$ cat src/hw/rtl/sspg_pkg.sv
// Shared types and constants for the step/direction pulse generator.
// No dependencies; compiled first.
`timescale 1ns / 1ps

package sspg_pkg;

  // field widths
  localparam int CmdW      = 3;
  localparam int CountW    = 32;
  localparam int IntervalW = 20;
  localparam int OutcomeW  = 3;

  // interval register limits and reset value
  localparam logic [IntervalW-1:0] IntervalMin   = 20'd50;
  localparam logic [IntervalW-1:0] IntervalReset = 20'd1000;

  // ticks between the direction level and the first pulse (1 to 1048575)
  localparam logic [IntervalW-1:0] DirSetupTicks = 20'd10;

  // command codes; six and seven are ignored
  typedef enum logic [CmdW-1:0] {
    CMD_TICK      = 3'd0,
    CMD_ENABLE    = 3'd1,
    CMD_DISABLE   = 3'd2,
    CMD_MOVE      = 3'd3,
    CMD_RESET_POS = 3'd4,
    CMD_ABORT     = 3'd5
  } cmd_t;

  // outcome codes reported with each result word
  typedef enum logic [OutcomeW-1:0] {
    OUT_NONE        = 3'd0,
    OUT_ACCEPTED    = 3'd1,
    OUT_DONE        = 3'd2,
    OUT_ABORTED     = 3'd3,
    OUT_NOT_ENABLED = 3'd4,
    OUT_BUSY        = 3'd5
  } outcome_t;

  // move sequencer phases
  typedef enum logic [1:0] {
    PH_IDLE  = 2'd0,
    PH_SETUP = 2'd1,
    PH_HIGH  = 2'd2,
    PH_LOW   = 2'd3
  } phase_t;

endpackage

$ cat src/hw/rtl/sspg_intf.sv
// Valid/ready channel interfaces for the command and result words.
// Depends on sspg_pkg for field widths.
`timescale 1ns / 1ps

// command channel: tick or command plus signed step count
interface sspg_req_if;
  logic                                valid;
  logic                                ready;
  logic [sspg_pkg::CmdW-1:0]           command;
  logic signed [sspg_pkg::CountW-1:0]  step_count;

  modport source (output valid, output command, output step_count, input ready);
  modport sink   (input valid, input command, input step_count, output ready);
endinterface

// result channel: pin levels, position and move status
interface sspg_rsp_if;
  logic                                valid;
  logic                                ready;
  logic                                enable_n;
  logic                                direction;
  logic                                pulse;
  logic signed [sspg_pkg::CountW-1:0]  position;
  logic                                busy_res;
  logic [sspg_pkg::OutcomeW-1:0]       outcome;

  modport source (output valid, output enable_n, output direction, output pulse,
                  output position, output busy_res, output outcome, input ready);
  modport sink   (input valid, input enable_n, input direction, input pulse,
                  input position, input busy_res, input outcome, output ready);
endinterface

$ cat src/hw/rtl/stepper_step_dir_pulse_generator.sv
// Step/direction pulse generator: top level with the move sequencer.
// Depends on sspg_pkg and the channel interfaces in sspg_intf.sv.
`timescale 1ns / 1ps

// Takes one word per clock cycle unless rsp stalls: each word is either a
// timebase tick or a command (enable, disable, move, reset position, abort),
// and each gives exactly one result word with the enable, direction and step
// pin levels, the position and the move status. The whole update is one pass
// of logic from the state registers into a single output register, so a word
// is accepted in every cycle in which the output register is empty or being
// taken; req.ready follows rsp.ready combinationally. The result word is
// registered. A move drives the direction level, waits ten ticks, then gives
// one pulse per step, high for step_interval/2 ticks and low for as long;
// the position changes at the end of each low half. step_interval writes
// below 50 are dropped, and a new value applies from the next phase that
// starts. Nothing needs clearing after reset.

module stepper_step_dir_pulse_generator (
  input  logic                               clk,
  input  logic                               rst,
  input  logic                               step_interval_we,
  input  logic [sspg_pkg::IntervalW-1:0]     step_interval_wdata,
  sspg_req_if.sink                           req,
  sspg_rsp_if.source                         rsp
);

  // architectural state
  logic [sspg_pkg::IntervalW-1:0]  step_interval;
  logic                            enabled_flag;
  logic [sspg_pkg::CountW-1:0]     position_count;
  logic                            moving;
  logic                            forward_dir;
  logic [sspg_pkg::CountW-1:0]     steps_left;
  sspg_pkg::phase_t                phase;
  logic [sspg_pkg::IntervalW-1:0]  phase_ticks;

  logic                            enabled_flag_next;
  logic [sspg_pkg::CountW-1:0]     position_count_next;
  logic                            moving_next;
  logic                            forward_dir_next;
  logic [sspg_pkg::CountW-1:0]     steps_left_next;
  sspg_pkg::phase_t                phase_next;
  logic [sspg_pkg::IntervalW-1:0]  phase_ticks_next;
  sspg_pkg::outcome_t              outcome_next;
  logic                            pulse_next;

  logic                            accept;
  logic [sspg_pkg::IntervalW-1:0]  half_period;
  logic [sspg_pkg::IntervalW-1:0]  ticks_dec;
  logic [sspg_pkg::CountW-1:0]     steps_dec;
  logic [sspg_pkg::CountW-1:0]     step_mag;

  // output register frees up when empty or being taken
  assign req.ready = !rsp.valid || rsp.ready;
  assign accept    = req.valid && req.ready;

  assign half_period = step_interval >> 1;
  assign ticks_dec   = (phase_ticks != '0) ? phase_ticks - 1'b1 : '0;
  assign steps_dec   = (steps_left != '0) ? steps_left - 1'b1 : '0;
  assign step_mag    = req.step_count[sspg_pkg::CountW-1] ?
                       (~req.step_count + 1'b1) : req.step_count;

  // next state for one word
  always_comb begin
    enabled_flag_next   = enabled_flag;
    position_count_next = position_count;
    moving_next         = moving;
    forward_dir_next    = forward_dir;
    steps_left_next     = steps_left;
    phase_next          = phase;
    phase_ticks_next    = phase_ticks;
    outcome_next        = sspg_pkg::OUT_NONE;

    unique case (sspg_pkg::cmd_t'(req.command))
      sspg_pkg::CMD_TICK: begin
        if (moving) begin
          phase_ticks_next = ticks_dec;
          if (ticks_dec == '0) begin
            unique case (phase)
              sspg_pkg::PH_SETUP: begin
                phase_next       = sspg_pkg::PH_HIGH;
                phase_ticks_next = half_period;
              end
              sspg_pkg::PH_HIGH: begin
                phase_next       = sspg_pkg::PH_LOW;
                phase_ticks_next = half_period;
              end
              sspg_pkg::PH_LOW: begin
                position_count_next = forward_dir ? position_count + 1'b1
                                                  : position_count - 1'b1;
                if (steps_dec == '0) begin
                  moving_next      = 1'b0;
                  phase_next       = sspg_pkg::PH_IDLE;
                  phase_ticks_next = '0;
                  steps_left_next  = '0;
                  outcome_next     = sspg_pkg::OUT_DONE;
                end else begin
                  steps_left_next  = steps_dec;
                  phase_next       = sspg_pkg::PH_HIGH;
                  phase_ticks_next = half_period;
                end
              end
              default: begin
                moving_next      = 1'b0;
                phase_next       = sspg_pkg::PH_IDLE;
                phase_ticks_next = '0;
                steps_left_next  = '0;
              end
            endcase
          end
        end
      end
      sspg_pkg::CMD_ABORT: begin
        if (moving) begin
          moving_next      = 1'b0;
          phase_next       = sspg_pkg::PH_IDLE;
          phase_ticks_next = '0;
          steps_left_next  = '0;
          outcome_next     = sspg_pkg::OUT_ABORTED;
        end
      end
      sspg_pkg::CMD_ENABLE: begin
        if (moving) begin
          outcome_next = sspg_pkg::OUT_BUSY;
        end else begin
          enabled_flag_next = 1'b1;
          outcome_next      = sspg_pkg::OUT_ACCEPTED;
        end
      end
      sspg_pkg::CMD_DISABLE: begin
        if (moving) begin
          outcome_next = sspg_pkg::OUT_BUSY;
        end else begin
          enabled_flag_next = 1'b0;
          outcome_next      = sspg_pkg::OUT_ACCEPTED;
        end
      end
      sspg_pkg::CMD_RESET_POS: begin
        if (moving) begin
          outcome_next = sspg_pkg::OUT_BUSY;
        end else begin
          position_count_next = '0;
          outcome_next        = sspg_pkg::OUT_ACCEPTED;
        end
      end
      sspg_pkg::CMD_MOVE: begin
        priority if (moving) begin
          outcome_next = sspg_pkg::OUT_BUSY;
        end else if (!enabled_flag) begin
          outcome_next = sspg_pkg::OUT_NOT_ENABLED;
        end else if (req.step_count == '0) begin
          outcome_next = sspg_pkg::OUT_DONE;
        end else begin
          forward_dir_next = !req.step_count[sspg_pkg::CountW-1];
          steps_left_next  = step_mag;
          moving_next      = 1'b1;
          phase_next       = sspg_pkg::PH_SETUP;
          phase_ticks_next = sspg_pkg::DirSetupTicks;
          outcome_next     = sspg_pkg::OUT_ACCEPTED;
        end
      end
      default: begin
        // undefined codes leave everything as is
      end
    endcase
  end

  // pin level seen after this word
  always_comb begin
    pulse_next = moving_next && (phase_next == sspg_pkg::PH_HIGH);
  end

  // state registers
  always_ff @(posedge clk) begin
    if (rst) begin
      enabled_flag   <= 1'b0;
      position_count <= '0;
      moving         <= 1'b0;
      forward_dir    <= 1'b0;
      steps_left     <= '0;
      phase          <= sspg_pkg::PH_IDLE;
      phase_ticks    <= '0;
    end else if (accept) begin
      enabled_flag   <= enabled_flag_next;
      position_count <= position_count_next;
      moving         <= moving_next;
      forward_dir    <= forward_dir_next;
      steps_left     <= steps_left_next;
      phase          <= phase_next;
      phase_ticks    <= phase_ticks_next;
    end
  end

  // interval register, short values dropped
  always_ff @(posedge clk) begin
    if (rst) begin
      step_interval <= sspg_pkg::IntervalReset;
    end else if (step_interval_we && step_interval_wdata >= sspg_pkg::IntervalMin) begin
      step_interval <= step_interval_wdata;
    end
  end

  // result word register
  always_ff @(posedge clk) begin
    if (rst) begin
      rsp.valid <= 1'b0;
    end else if (accept) begin
      rsp.valid <= 1'b1;
    end else if (rsp.ready) begin
      rsp.valid <= 1'b0;
    end
  end

  always_ff @(posedge clk) begin
    if (accept) begin
      rsp.enable_n  <= !enabled_flag_next;
      rsp.direction <= forward_dir_next;
      rsp.pulse     <= pulse_next;
      rsp.position  <= position_count_next;
      rsp.busy_res  <= moving_next;
      rsp.outcome   <= outcome_next;
    end
  end

  // checks
  a_idle_clean: assert property (@(posedge clk) disable iff (rst)
    !moving |-> (phase == sspg_pkg::PH_IDLE && steps_left == '0 && phase_ticks == '0))
    else $error("idle sequencer holds leftover move state");

  a_moving_phase: assert property (@(posedge clk) disable iff (rst)
    moving |-> (phase != sspg_pkg::PH_IDLE && steps_left != '0))
    else $error("move in progress without phase or steps");

  a_interval_floor: assert property (@(posedge clk) disable iff (rst)
    step_interval >= sspg_pkg::IntervalMin)
    else $error("step interval below floor");

  a_pulse_busy: assert property (@(posedge clk) disable iff (rst)
    (rsp.valid && rsp.pulse) |-> rsp.busy_res)
    else $error("step pulse reported without a move");

  a_done_idle: assert property (@(posedge clk) disable iff (rst)
    (accept && outcome_next == sspg_pkg::OUT_DONE) |=> !moving)
    else $error("move done but sequencer still busy");

endmodule

$ cat src/flat_wrapper.sv
// flat-port wrapper written by rule: the top's interface ports become plain ports
module stepper_step_dir_pulse_generator_flat 
  (clk, rst, step_interval_we, step_interval_wdata, req_valid, req_command, req_step_count, req_ready, rsp_valid, rsp_enable_n, rsp_direction, rsp_pulse, rsp_position, rsp_busy_res, rsp_outcome, rsp_ready);
  sspg_req_if req_i ();
  sspg_rsp_if rsp_i ();
  input  logic clk;
  input  logic rst;
  input  logic step_interval_we;
  input  logic [sspg_pkg::IntervalW-1:0] step_interval_wdata;
  input wire logic [$bits(req_i.valid)-1:0] req_valid;
  input wire logic [$bits(req_i.command)-1:0] req_command;
  input wire logic [$bits(req_i.step_count)-1:0] req_step_count;
  output wire logic [$bits(req_i.ready)-1:0] req_ready;
  output wire logic [$bits(rsp_i.valid)-1:0] rsp_valid;
  output wire logic [$bits(rsp_i.enable_n)-1:0] rsp_enable_n;
  output wire logic [$bits(rsp_i.direction)-1:0] rsp_direction;
  output wire logic [$bits(rsp_i.pulse)-1:0] rsp_pulse;
  output wire logic [$bits(rsp_i.position)-1:0] rsp_position;
  output wire logic [$bits(rsp_i.busy_res)-1:0] rsp_busy_res;
  output wire logic [$bits(rsp_i.outcome)-1:0] rsp_outcome;
  input wire logic [$bits(rsp_i.ready)-1:0] rsp_ready;
  assign req_i.valid = req_valid;
  assign req_i.command = req_command;
  assign req_i.step_count = req_step_count;
  assign req_ready = req_i.ready;
  assign rsp_valid = rsp_i.valid;
  assign rsp_enable_n = rsp_i.enable_n;
  assign rsp_direction = rsp_i.direction;
  assign rsp_pulse = rsp_i.pulse;
  assign rsp_position = rsp_i.position;
  assign rsp_busy_res = rsp_i.busy_res;
  assign rsp_outcome = rsp_i.outcome;
  assign rsp_i.ready = rsp_ready;
  stepper_step_dir_pulse_generator u_core (.clk(clk), .rst(rst), .step_interval_we(step_interval_we), .step_interval_wdata(step_interval_wdata), .req(req_i), .rsp(rsp_i));
endmodule
$ cat config.mk
export PLATFORM = sky130hd
export DESIGN_NAME = stepper_step_dir_pulse_generator_flat
export DESIGN_NICKNAME = d
export VERILOG_FILES = /design/src/hw/rtl/sspg_pkg.sv /design/src/hw/rtl/sspg_intf.sv /design/src/hw/rtl/stepper_step_dir_pulse_generator.sv /design/src/flat_wrapper.sv
export SDC_FILE = /design/constraint.sdc
export NUM_CORES = 1
export LEC_CHECK = 0
export BUFFER_PORTS_ARGS = -buffer_cell sky130_fd_sc_hd__buf_2
export CAP_MARGIN = 20
export CORE_MARGIN = 3
export CORE_UTILIZATION = 30
export CTS_BUF_LIST = sky130_fd_sc_hd__clkbuf_4
export DETAILED_ROUTE_END_ITERATION = 10
export GPL_TIMING_DRIVEN = 0
export PLACE_DENSITY = 0.57
export SLEW_MARGIN = 40
export SYNTH_ARGS = -nofsm -noshare
export SYNTH_HDL_FRONTEND = slang
export SYNTH_SLANG_ARGS = --single-unit
$ cat constraint.sdc
create_clock -name clk -period 5 [get_ports clk]
set_clock_uncertainty 0.05 [all_clocks]
set_input_delay 0 -clock clk [delete_from_list [all_inputs] [get_ports clk]]
set_output_delay 0 -clock clk [all_outputs]
set_load 0.01 [all_outputs]
# ---- After elaboration in Yosys (flattened, before gate mapping)
# Index checks and enable logic that the tools add are counted.
# Widths: inputs -> output; s select.
dict set report totals {
  out_inout_bits 41
  ff_bits 149
  ramBits 0
  memories 0
  rom_bits 0
  latchBits 0
  input_bits 60
}
dict set report classes {
  div_mod_pow 0
  bitwise 1
  n_lt_le_gt_ge 1
  n_mul 0
  n_reduce_logical 19
  shifts 0
  n_eq_ne 16
  mux 63
  addsub 5
}
# operator n
set ops {}
lappend ops {{$mux 32} 14}
lappend ops {{$mux 20} 7}
lappend ops {{$pmux 32 s2} 2}
lappend ops {{$pmux 32 s3} 1}
lappend ops {{$add 32x1->32 const B} 2}
lappend ops {{$logic_not 32->1} 2}
lappend ops {{$sub 32x1->32 const B} 2}
lappend ops {{$pmux 20 s3} 1}
lappend ops {{$pmux 20 s2} 1}
lappend ops {{$not 32->32} 1}
lappend ops {{$reduce_bool 32->1} 1}
lappend ops {{$ge 20x6->1 const B} 1}
lappend ops {{$logic_not 20->1} 1}
lappend ops {{$mux 2} 10}
lappend ops {{$reduce_bool 20->1} 1}
lappend ops {{$sub 20x1->20 const B} 1}
lappend ops {{$mux 19} 1}
lappend ops {{$mux 3} 6}
lappend ops {{$mux 1} 14}
lappend ops {{$pmux 2 s3} 2}
lappend ops {{$pmux 3 s4} 1}
lappend ops {{$reduce_and 9->1} 1}
lappend ops {{$ne 2x1->1 const B} 4}
lappend ops {{$reduce_and 7->1} 1}
lappend ops {{16 further kinds} 27}

# ---- Longest topological paths before layout
# Gate-level depths: netlist of the first run.
dict set report depth {
  word_depth 10
  ltp_mapped 15
  ltp_nobuf 12
}

# ---- Worst setup path before layout of the first run
# Ideal clock, no wire load.
dict set report synth_path {
  path_type {register -> register}
  start {register u_core.forward_dir}
  end {register u_core.position_count[31] (netlist name)}
  period_less_slack_ps 3762
  setup_time_ps 95
  path_stages_with_launch 14
  arrival_ps 3617
  slack_ps 1238
  path_cell_list {dfxtp_1 -> clkbuf_1 -> inv_1 -> ha_1 -> a211oi_1 -> o21ai_0 -> nand3_1 -> a21oi_1 -> o21ai_0 -> o21a_1 -> o21ai_0 -> o41a_1 -> a2111o_1 -> o311ai_1}
}
dict set report synth_between {
  elab_chain_len 5
}
# element line
set synth_rtl {}
lappend synth_rtl {{start, declared} stepper_step_dir_pulse_generator.sv:32} ;# logic forward_dir;
lappend synth_rtl {{start signal, assigned} stepper_step_dir_pulse_generator.sv:187} ;# forward_dir <= forward_dir_next;
lappend synth_rtl {{$mux 32} stepper_step_dir_pulse_generator.sv:89} ;# position_count_next = forward_dir ? position_count + 1'b1
lappend synth_rtl {{$mux 32} stepper_step_dir_pulse_generator.sv:79} ;# unique case (phase)
lappend synth_rtl {{$mux 32} stepper_step_dir_pulse_generator.sv:78} ;# if (ticks_dec == '0) begin
lappend synth_rtl {{$mux 32} stepper_step_dir_pulse_generator.sv:76} ;# if (moving) begin
lappend synth_rtl {{$pmux 32 s2} stepper_step_dir_pulse_generator.sv:74} ;# unique case (sspg_pkg::cmd_t'(req.command))
lappend synth_rtl {{end signal, assigned} stepper_step_dir_pulse_generator.sv:185} ;# position_count <= position_count_next;
lappend synth_rtl {{end, declared} stepper_step_dir_pulse_generator.sv:30} ;# logic [sspg_pkg::CountW-1:0] position_count;
# No other way between the ends.
# A chain may end at the register's enable or synchronous reset.

# ---- Worst setup path in the final report of the first run
dict set report layout_path {
  start {input port req_step_count[0]}
  end {register u_core.phase_ticks[16] (netlist name)}
}
dict set report layout_between {
  elab_chain_len 3
}
# element line
set layout_rtl {}
lappend layout_rtl {{start, declared} flat_wrapper.sv:12} ;# input wire logic [$bits(req_i.step_count)-1:0] req_step_count;
lappend layout_rtl {{$logic_not 32->1} stepper_step_dir_pulse_generator.sv:151} ;# end else if (req.step_count == '0) begin
lappend layout_rtl {{$ne 2x2->1 (no source line)} --}
lappend layout_rtl {{$reduce_and 7->1 (no source line)} --}
lappend layout_rtl {{end signal, assigned} stepper_step_dir_pulse_generator.sv:190} ;# phase_ticks <= phase_ticks_next;
lappend layout_rtl {{end, declared} stepper_step_dir_pulse_generator.sv:35} ;# logic [sspg_pkg::IntervalW-1:0] phase_ticks;
# No other way between the ends.

==> results of run 1 <==
-- report_power, final --
part | total, uW | internal [uW] | leakage [uW] | switching, uW
clock network | 795 | 229 | 0.000150 | 566
logic | 592 | 246 | 0.00332 | 346
registers | 1300 | 1270 | 0.00128 | 24.2
total | 2680 | 1750 | 0.00475 | 936
-- critical path, delay by kind of cell --
kind	cells	cell delay, ns
AND/OR/NAND/NOR	4	1.85
AO/OA/AOI/OAI	5	1.66
buffers and inverters	4	1.27
adder cells (fa/ha/maj)	1	0.19
-- routing by layer --
| metal | vias up | wire length, um |
|---|---|---|
| li1 | 5057 | - |
| met1 | 4977 | 15270 |
| met2 | 382 | 16070 |
| met3 | 40 | 2283 |
| met4 | 4 | 472 |
| met5 | - | 24 |
-- through the flow --
stage | utilization | hold slack (ns) | area (um^2) | worst slack (ns)
final | 0.3690 | 0.06769 | 12070 | 0.5390
after CTS | 0.3686 | 0.03091 | 12050 | 0.5682
after global routing | 0.3690 | 0.08428 | 12070 | 0.1932
after global placement | 0.3380 | 0.1773 | 11050 | 0.2893
after floorplan | - | 0.07511 | 10020 | 1.238
after detailed placement | 0.3395 | 0.1835 | 11100 | 0.5393
-- worst max-delay path by stage --
| stage | startpoint | endpoint | slack, ns | depth (start not counted) |
|---|---|---|---|---|
| after global routing | u_core.forward_dir$_SDFFE_PP0P_ | u_core.position_count[31]$_SDFFE_PP0P_ | 0.19 | 13 |
| after CTS | u_core.forward_dir$_SDFFE_PP0P_ | u_core.position_count[31]$_SDFFE_PP0P_ | 0.57 | 13 |
| after floorplan | u_core.forward_dir$_SDFFE_PP0P_ | u_core.position_count[31]$_SDFFE_PP0P_ | 1.24 | 13 |
| final | req_step_count[0] | u_core.phase_ticks[16]$_SDFFE_PP0P_ | 0.54 | 14 |
| after global placement | u_core.forward_dir$_SDFFE_PP0P_ | u_core.rsp.position[30]$_DFFE_PP_ | 0.29 | 13 |
| after detailed placement | req_step_count[0] | u_core.phase_ticks[14]$_SDFFE_PP0P_ | 0.54 | 13 |
-- cell families (layout without fill, tap and decap cells) --
logic type,Yosys count,in the layout
AND/OR/NAND/NOR,493,493
flip-flops,148,148
adder cells (fa/ha/maj),38,38
multiplexers,23,23
buffers and inverters,113,310
XOR/XNOR,59,59
AO/OA/AOI/OAI,376,376
other,0,1
-- synth_stat cells, types with 23 or more instances --
cell type / n
nor2_1: 135
dfxtp_1: 109
nand2_1: 106
o21ai_0: 96
a21oi_1: 76
nand3_1: 65
clkbuf_1: 51
edfxtp_1: 39
xor2_1: 39
ha_1: 37
nor3_1: 37
nor4_1: 36
inv_1: 35
a22oi_1: 26
mux2i_1: 23
-- cell type report --
class                           count  area [um^2]
Multi-Input combinational cell    989         6206
Fill cell                        3516        20630
Buffer                             77        359.1
Inverter                           36        135.1
Clock buffer                       17        127.6
Sequential cell                   148         3353
Tap cell                          442        553.0
Clock inverter                     15        153.9
Timing Repair Buffer              165         1176
Antenna cell                        1        2.502
-- repair_timing --
action,in CTS,in global routing
setup endpoints to repair,0,0
hold buffers,67,0
endpoints found under the hold margin,60,0
-- cell usage in the layout (no fill, tap or decap), types with 10 or more instances in the layout --
| master | count |
|---|---|
| dfxtp_1 | 109 |
| or3_1 | 14 |
| xnor2_1 | 20 |
| xor2_1 | 39 |
| o31ai_1 | 15 |
| dlygate4sd3_1 | 67 |
| a21oi_1 | 76 |
| nor3_1 | 36 |
| nand4_1 | 10 |
| inv_1 | 34 |
| a22oi_1 | 26 |
| nand3_1 | 65 |
| a311oi_1 | 10 |
| a21o_1 | 21 |
| edfxtp_1 | 39 |
| and3_1 | 10 |
| nand2_1 | 106 |
| o21ai_0 | 96 |
| o21a_1 | 10 |
| nor4_1 | 34 |
| or4_1 | 17 |
| mux2i_1 | 23 |
| nor2_1 | 135 |
| clkbuf_4 | 18 |
| buf_2 | 115 |
| o21ai_1 | 11 |
| nand2b_1 | 13 |
| clkbuf_1 | 48 |
| a211oi_1 | 13 |
| o22ai_1 | 14 |
| ha_1 | 37 |
-- registers in the layout, summed over array words and instances, names as in the netlist --
register / cells
u_core.rsp.outcome: 3
u_core.rsp.busy_res: 1
u_core.phase: 2
u_core.step_interval: 19
u_core.steps_left: 32
u_core.enabled_flag: 1
u_core.rsp.enable_n: 1
u_core.rsp.valid: 1
u_core.position_count: 32
u_core.rsp.direction: 1
u_core.phase_ticks: 20
u_core.rsp.pulse: 1
u_core.forward_dir: 1
u_core.moving: 1
u_core.rsp.position: 32
==> results.md, run 1 <==
- Grt total ovfl: 0
- Max_cap viols: 0
- Root Buffer: clkbuf_4
- Drt initial violations: 1055
- Synth top area cells: dfxtp_1 (22%), edfxtp_1 (12%), nor2_1 (5.1%)
- Reg2reg path depth: 13
- Hold path startpoint: req_command[0]
- Post-synth ARST share: 0
- Crit path arrival time: 4.97 ns
- CP Cell Sequence: dlygate4sd3_1 -> buf_2 -> inv_1 -> ha_1 -> or3b_2 -> or4_1 -> nand4bb_1 -> o31ai_2 -> nor3_1 -> o21ai_1 -> clkbuf_1 -> o21ai_0 -> o31ai_1 -> a22o_1
- Die Y: 188.7 um
- Post-Synth Adder-Cell Area: 0.04822
- Syn Nets: 1348
- Vias/cell: 5.534
- CTS tree: done
- Post-Syn Instances: 1250
- Clock Path Buffers: 2
- Effective utilization at floorplan: 0.3063
- Max-slew violations: 0
- Worst vdd ir: 0.1620 mV
- Top_reg_cell synth: dfxtp_1
- Kind of critical path: input port to flop
- Vias in the first global route: 9924
- H-tree depth: 4
- Leak: 0.004745 uW
- I/O pins: 101
- Worst Hold End: u_core.moving$_SDFFE_PP0P_
- Fin crit share: 0.8922
- Worst Hold Class: input port to flop
- Total Power: 2683 uW
- Initial antenna violation count: 3
- Port bufs: 97
- GPL Wtd Cong: 0.9229
- Minimum clock period: 4.461 ns
- Reg2reg start: u_core.forward_dir$_SDFFE_PP0P_
- CP Data Required Time: 5.51 ns
- Grt peak-use layer: met2
- RSZ-0062 raised after global routing: false
- Routing usage on met2: 0.3158
- Post-synth top area cell: dfxtp_1
- # Post-CTS Setup Buffers: 0
- Fmax: 224.2 MHz
- Worst reg2reg setup slack: 0.59 ns
- Die Width: 188.7 um
- Routed wire length: 34130 um
- Slew headroom: 0.4603
- Synth warn: 0
- R2R Path End: u_core.position_count[31]$_SDFFE_PP0P_
- Final Hold Viols: 0
- Simple-gate portion of the synthesized area: 0.2475
- Drt drc: 0
- Post-DP HPWL: 24720 um
- Compound-gate portion of the synthesized area: 0.2462
- Via count: 10460
- Slowest CP cell: o21ai_1
- EDFF count, synth: 39
- Pre-antenna DRT Iters: 7
- Core Footprint: 32700 um^2
- Antenna Nets Post-Route: 0
- Share of cells above drive strength 1: 0.1299
- Row Count: 66
- Clock-pin slew on the worst setup and hold paths: 0.18 ns
- Worst Max-Slew Pin Slew: 0.8096 ns
- Post-synth top area share: 0.2179
- #FFs+latches synth: 148
- Avg Inst Size Synth: 8.013 um^2
- CTS resizes: 0
- # setup viols final: 0
- PwrDens: 222.3 nW/um^2
- Main combinational cell family by area after synthesis: simple AND/OR/NAND/NOR gates
- Post-Syn Area: 10020 um^2
- First-pass GRT wire length: 53430 um
- Register area share after synthesis: 0.3348
- Hold depth: 3
- Nets: 1532
- GR met3 Demand/Resource: 0.03312
- Crit Path Max Fanout: 10
- CTS Buf Count: 17
- Outcome: completed
- Clock latency on the worst-skew pair: 0.61 ns
- Die footprint: 35620 um^2
- Wirelength per Cell: 18.06 um
- Clock Sinks: 148
- Largest net degree at the start of global routing: 37
- Netlist cell types: 82
- Xor-xnor portion of the synthesized cell area: 0.05159
- Proportion of synthesized area in mux cells: 0.02299
- Setup TNS: 0 ns
- Synth-to-Final Area Change: 20.47%
- GR Util met1: 0.2495
- CP peak stage delay: 0.60 ns
- Worst Setup End Kind: flop
- Placed cell count: 1790
- Tot GR Track Use: 0.1873
- Non-filler cells, final: 1890
- Startpoint Class: input port
(Power assumes the default switching activity.)
==> run 2: changes to the inputs <==
--- a/config.mk
+++ b/config.mk
@@ -7,13 +7,12 @@
 export LEC_CHECK = 0
 export BUFFER_PORTS_ARGS = -buffer_cell sky130_fd_sc_hd__buf_2
 export CAP_MARGIN = 20
-export CORE_MARGIN = 3
+export CORE_MARGIN = 8
 export CORE_UTILIZATION = 30
 export CTS_BUF_LIST = sky130_fd_sc_hd__clkbuf_4
 export DETAILED_ROUTE_END_ITERATION = 10
 export GPL_TIMING_DRIVEN = 0
 export PLACE_DENSITY = 0.57
-export SLEW_MARGIN = 40
 export SYNTH_ARGS = -nofsm -noshare
 export SYNTH_HDL_FRONTEND = slang
 export SYNTH_SLANG_ARGS = --single-unit
==> run 2 against run 1 <==
Final cell count unchanged. Cell area down 0.40%. Die area rose by 11%. Critical path type is now flop to flop. First-iteration DRC count shrank 6.8%. Clock-buffer cell count stayed put. Combinational power down 1%. Critical endpoint is now u_core.rsp.position[31]$_DFFE_PP_. Highest routed layer unchanged. Utilization fell by 0.70 points. Critical path depth stayed put.
==> results.md, run 2 (synthesis gave the netlist of run 1 again) <==
- Outcome: completed
- Grt total ovfl: 0
- First-pass GRT wire length: 54270 um
- Final Hold Viols: 0
- Worst Hold Class: input port to flop
- Leak: 0.004727 uW
- Place WS: 0.3535 ns
- Synth-to-Final Area Change: 19.99%
- Max_cap viols: 0
- Slew headroom: 0.4104
- Post-DP HPWL: 25380 um
- Fmax: 226.2 MHz
- GPL Wtd Cong: 0.9139
- Fin area: 12020 um^2
- PwrDens: 228.7 nW/um^2
- Share of cells above drive strength 1: 0.1277
- Clock latency on the worst-skew pair: 0.59 ns
- Leading cell types in the layout, fill and taps excluded: nor2_1 (135), buf_2 (116), dfxtp_1 (109)
- RSZ-0062 raised after global routing: false
- Largest net degree at the start of global routing: 35
- CTS tree: done
- Die Width: 198.7 um
- Via count: 10560
- Max-slew violations: 0
- Root Buffer: clkbuf_4
- Tot GR Track Use: 0.1727
- Die Y: 198.7 um
- Row Count: 67
- Clock Sinks: 148
- Drt initial violations: 983
- CP Data Required Time: 5.32 ns
- Initial antenna violation count: 4
- Antenna Nets Post-Route: 0
- Minimum clock period: 4.420 ns
- Setup TNS: 0 ns
- Largest regs: u_core.position_count x32, u_core.rsp.position x32, u_core.steps_left x32
- Vias in the first global route: 9778
- Drt drc: 0
- Die footprint: 39490 um^2
- Startpoint Class: flop
- Kind of critical path: flop to flop
- Wirelength per Cell: 18.27 um
- H-tree depth: 4
- Crit path arrival time: 4.74 ns
- Core Footprint: 33200 um^2
- Clock-pin slew on the worst setup and hold paths: 0.14 ns
- Most common cell after layout, fill and taps aside: nor2_1
- Worst vdd ir: 0.1211 mV
- Pre-antenna DRT Iters: 6
- Port bufs: 97
- CTS Buf Count: 17
- Nets: 1526
- Fillers: 3536
- I/O pins: 101
- Clock Path Buffers: 2
- Vias/cell: 5.585
- Setup ws final: 0.5796 ns
- Fin crit share: 0.8841
- Post-DP Area: 11120 um^2
- Routed wire length: 34530 um
- # setup viols final: 0
- # Post-CTS Setup Buffers: 0
- Worst Max-Slew Pin Slew: 0.8763 ns
- Effective utilization at floorplan: 0.3017
- Worst Setup End Kind: flop
- Crit Path Max Fanout: 24
## run 2: cell count changes in the layout (fill, tap and decap cells not counted), moves of 2 or more
cell | previous run | this run
bufinv_16 | 0 | 3
clkbuf_1 | 48 | 50
clkinv_8 | 2 | 0
dlygate4sd3_1 | 67 | 58
inv_6 | 5 | 3
inv_8 | 5 | 2
nor4_1 | 34 | 36
## run 2: cell type report
class / instances / area [um^2] / area share
clock buffer: 17 / 127.6 / 0.01062
buffer: 77 / 354.1 / 0.02946
multi-input combinational: 989 / 6180 / 0.5142
timing repair buffer: 159 / 1126 / 0.09370
tap: 448 / 560.5 / 0.04664
antenna: 1 / 2.502 / 0.0002082
inverter: 36 / 135.1 / 0.01124
clock inverter: 15 / 178.9 / 0.01489
sequential: 148 / 3353 / 0.2790
## run 2: metal layers
metal / routed length (um) / GRT usage / part of all wire / vias to the layer above
li1: - / - / - / 5049
met1: 15370 / 0.2284 / 0.45 / 4995
met2: 15730 / 0.2815 / 0.46 / 445
met3: 2728 / 0.03451 / 0.079 / 61
met4: 663 / 0.04996 / 0.019 / 6
met5: 41 / 0 / 0.0012 / -
## run 2: report_power, final
part	internal, uW	switching [uW]	total (uW)
clock	353	513	866
combinational	238	348	586
sequential	1270	24.2	1300
total	1860	885	2750
## run 2: critical path, stage by stage, from the launching register on
cell	delay (ns)
dfxtp_1	0.39
clkbuf_1	0.35
inv_1	0.29
buf_16	0.25
ha_1	0.37
nand4_1	0.14
nor2_1	0.06
nor3_1	0.22
a21oi_1	0.16
o21ai_0	0.60
o21a_1	0.22
o21ai_0	0.23
o41a_1	0.45
nand2_1	0.12
mux2i_1	0.31
## run 2: repair_timing
| action | 4_1_cts | 5_1_grt |
|---|---|---|
| hold buffers | 58 | 0 |
| hold endpoints to repair | 57 | 0 |
| setup endpoints to repair | 0 | 9 |
| gates resized for setup | 0 | 1 |
## run 2: final timing paths
| kind | startpoint | endpoint | slack [ns] | depth (start not counted) |
|---|---|---|---|---|
| max reg2reg | u_core.forward_dir$_SDFFE_PP0P_ | u_core.rsp.position[31]$_DFFE_PP_ | 0.58 | 14 |
| min | req_command[1] | u_core.rsp.outcome[2]$_DFFE_PP_ | 0.05 | 3 |
| max | u_core.forward_dir$_SDFFE_PP0P_ | u_core.rsp.position[31]$_DFFE_PP_ | 0.58 | 14 |
| min reg2reg | u_core.step_interval[14]$_SDFFE_PP0P_ | u_core.phase_ticks[13]$_SDFFE_PP0P_ | 0.43 | 1 |
## run 2: per-stage QoR
| step | utilization | total power (uW) | hold WS, ns | cells |
|---|---|---|---|---|
| final | 0.3620 | 2748 | 0.04594 | 1890 |
| after global routing | 0.3620 | 2875 | 0.03685 | 1890 |
| after CTS | 0.3616 | 2762 | 0.003411 | 1888 |
| after detailed placement | 0.3348 | 1863 | 0.1825 | 1798 |
| after global placement | 0.3332 | 1857 | 0.1773 | 1795 |
| after floorplan | - | 1686 | 0.07511 | 1250 |
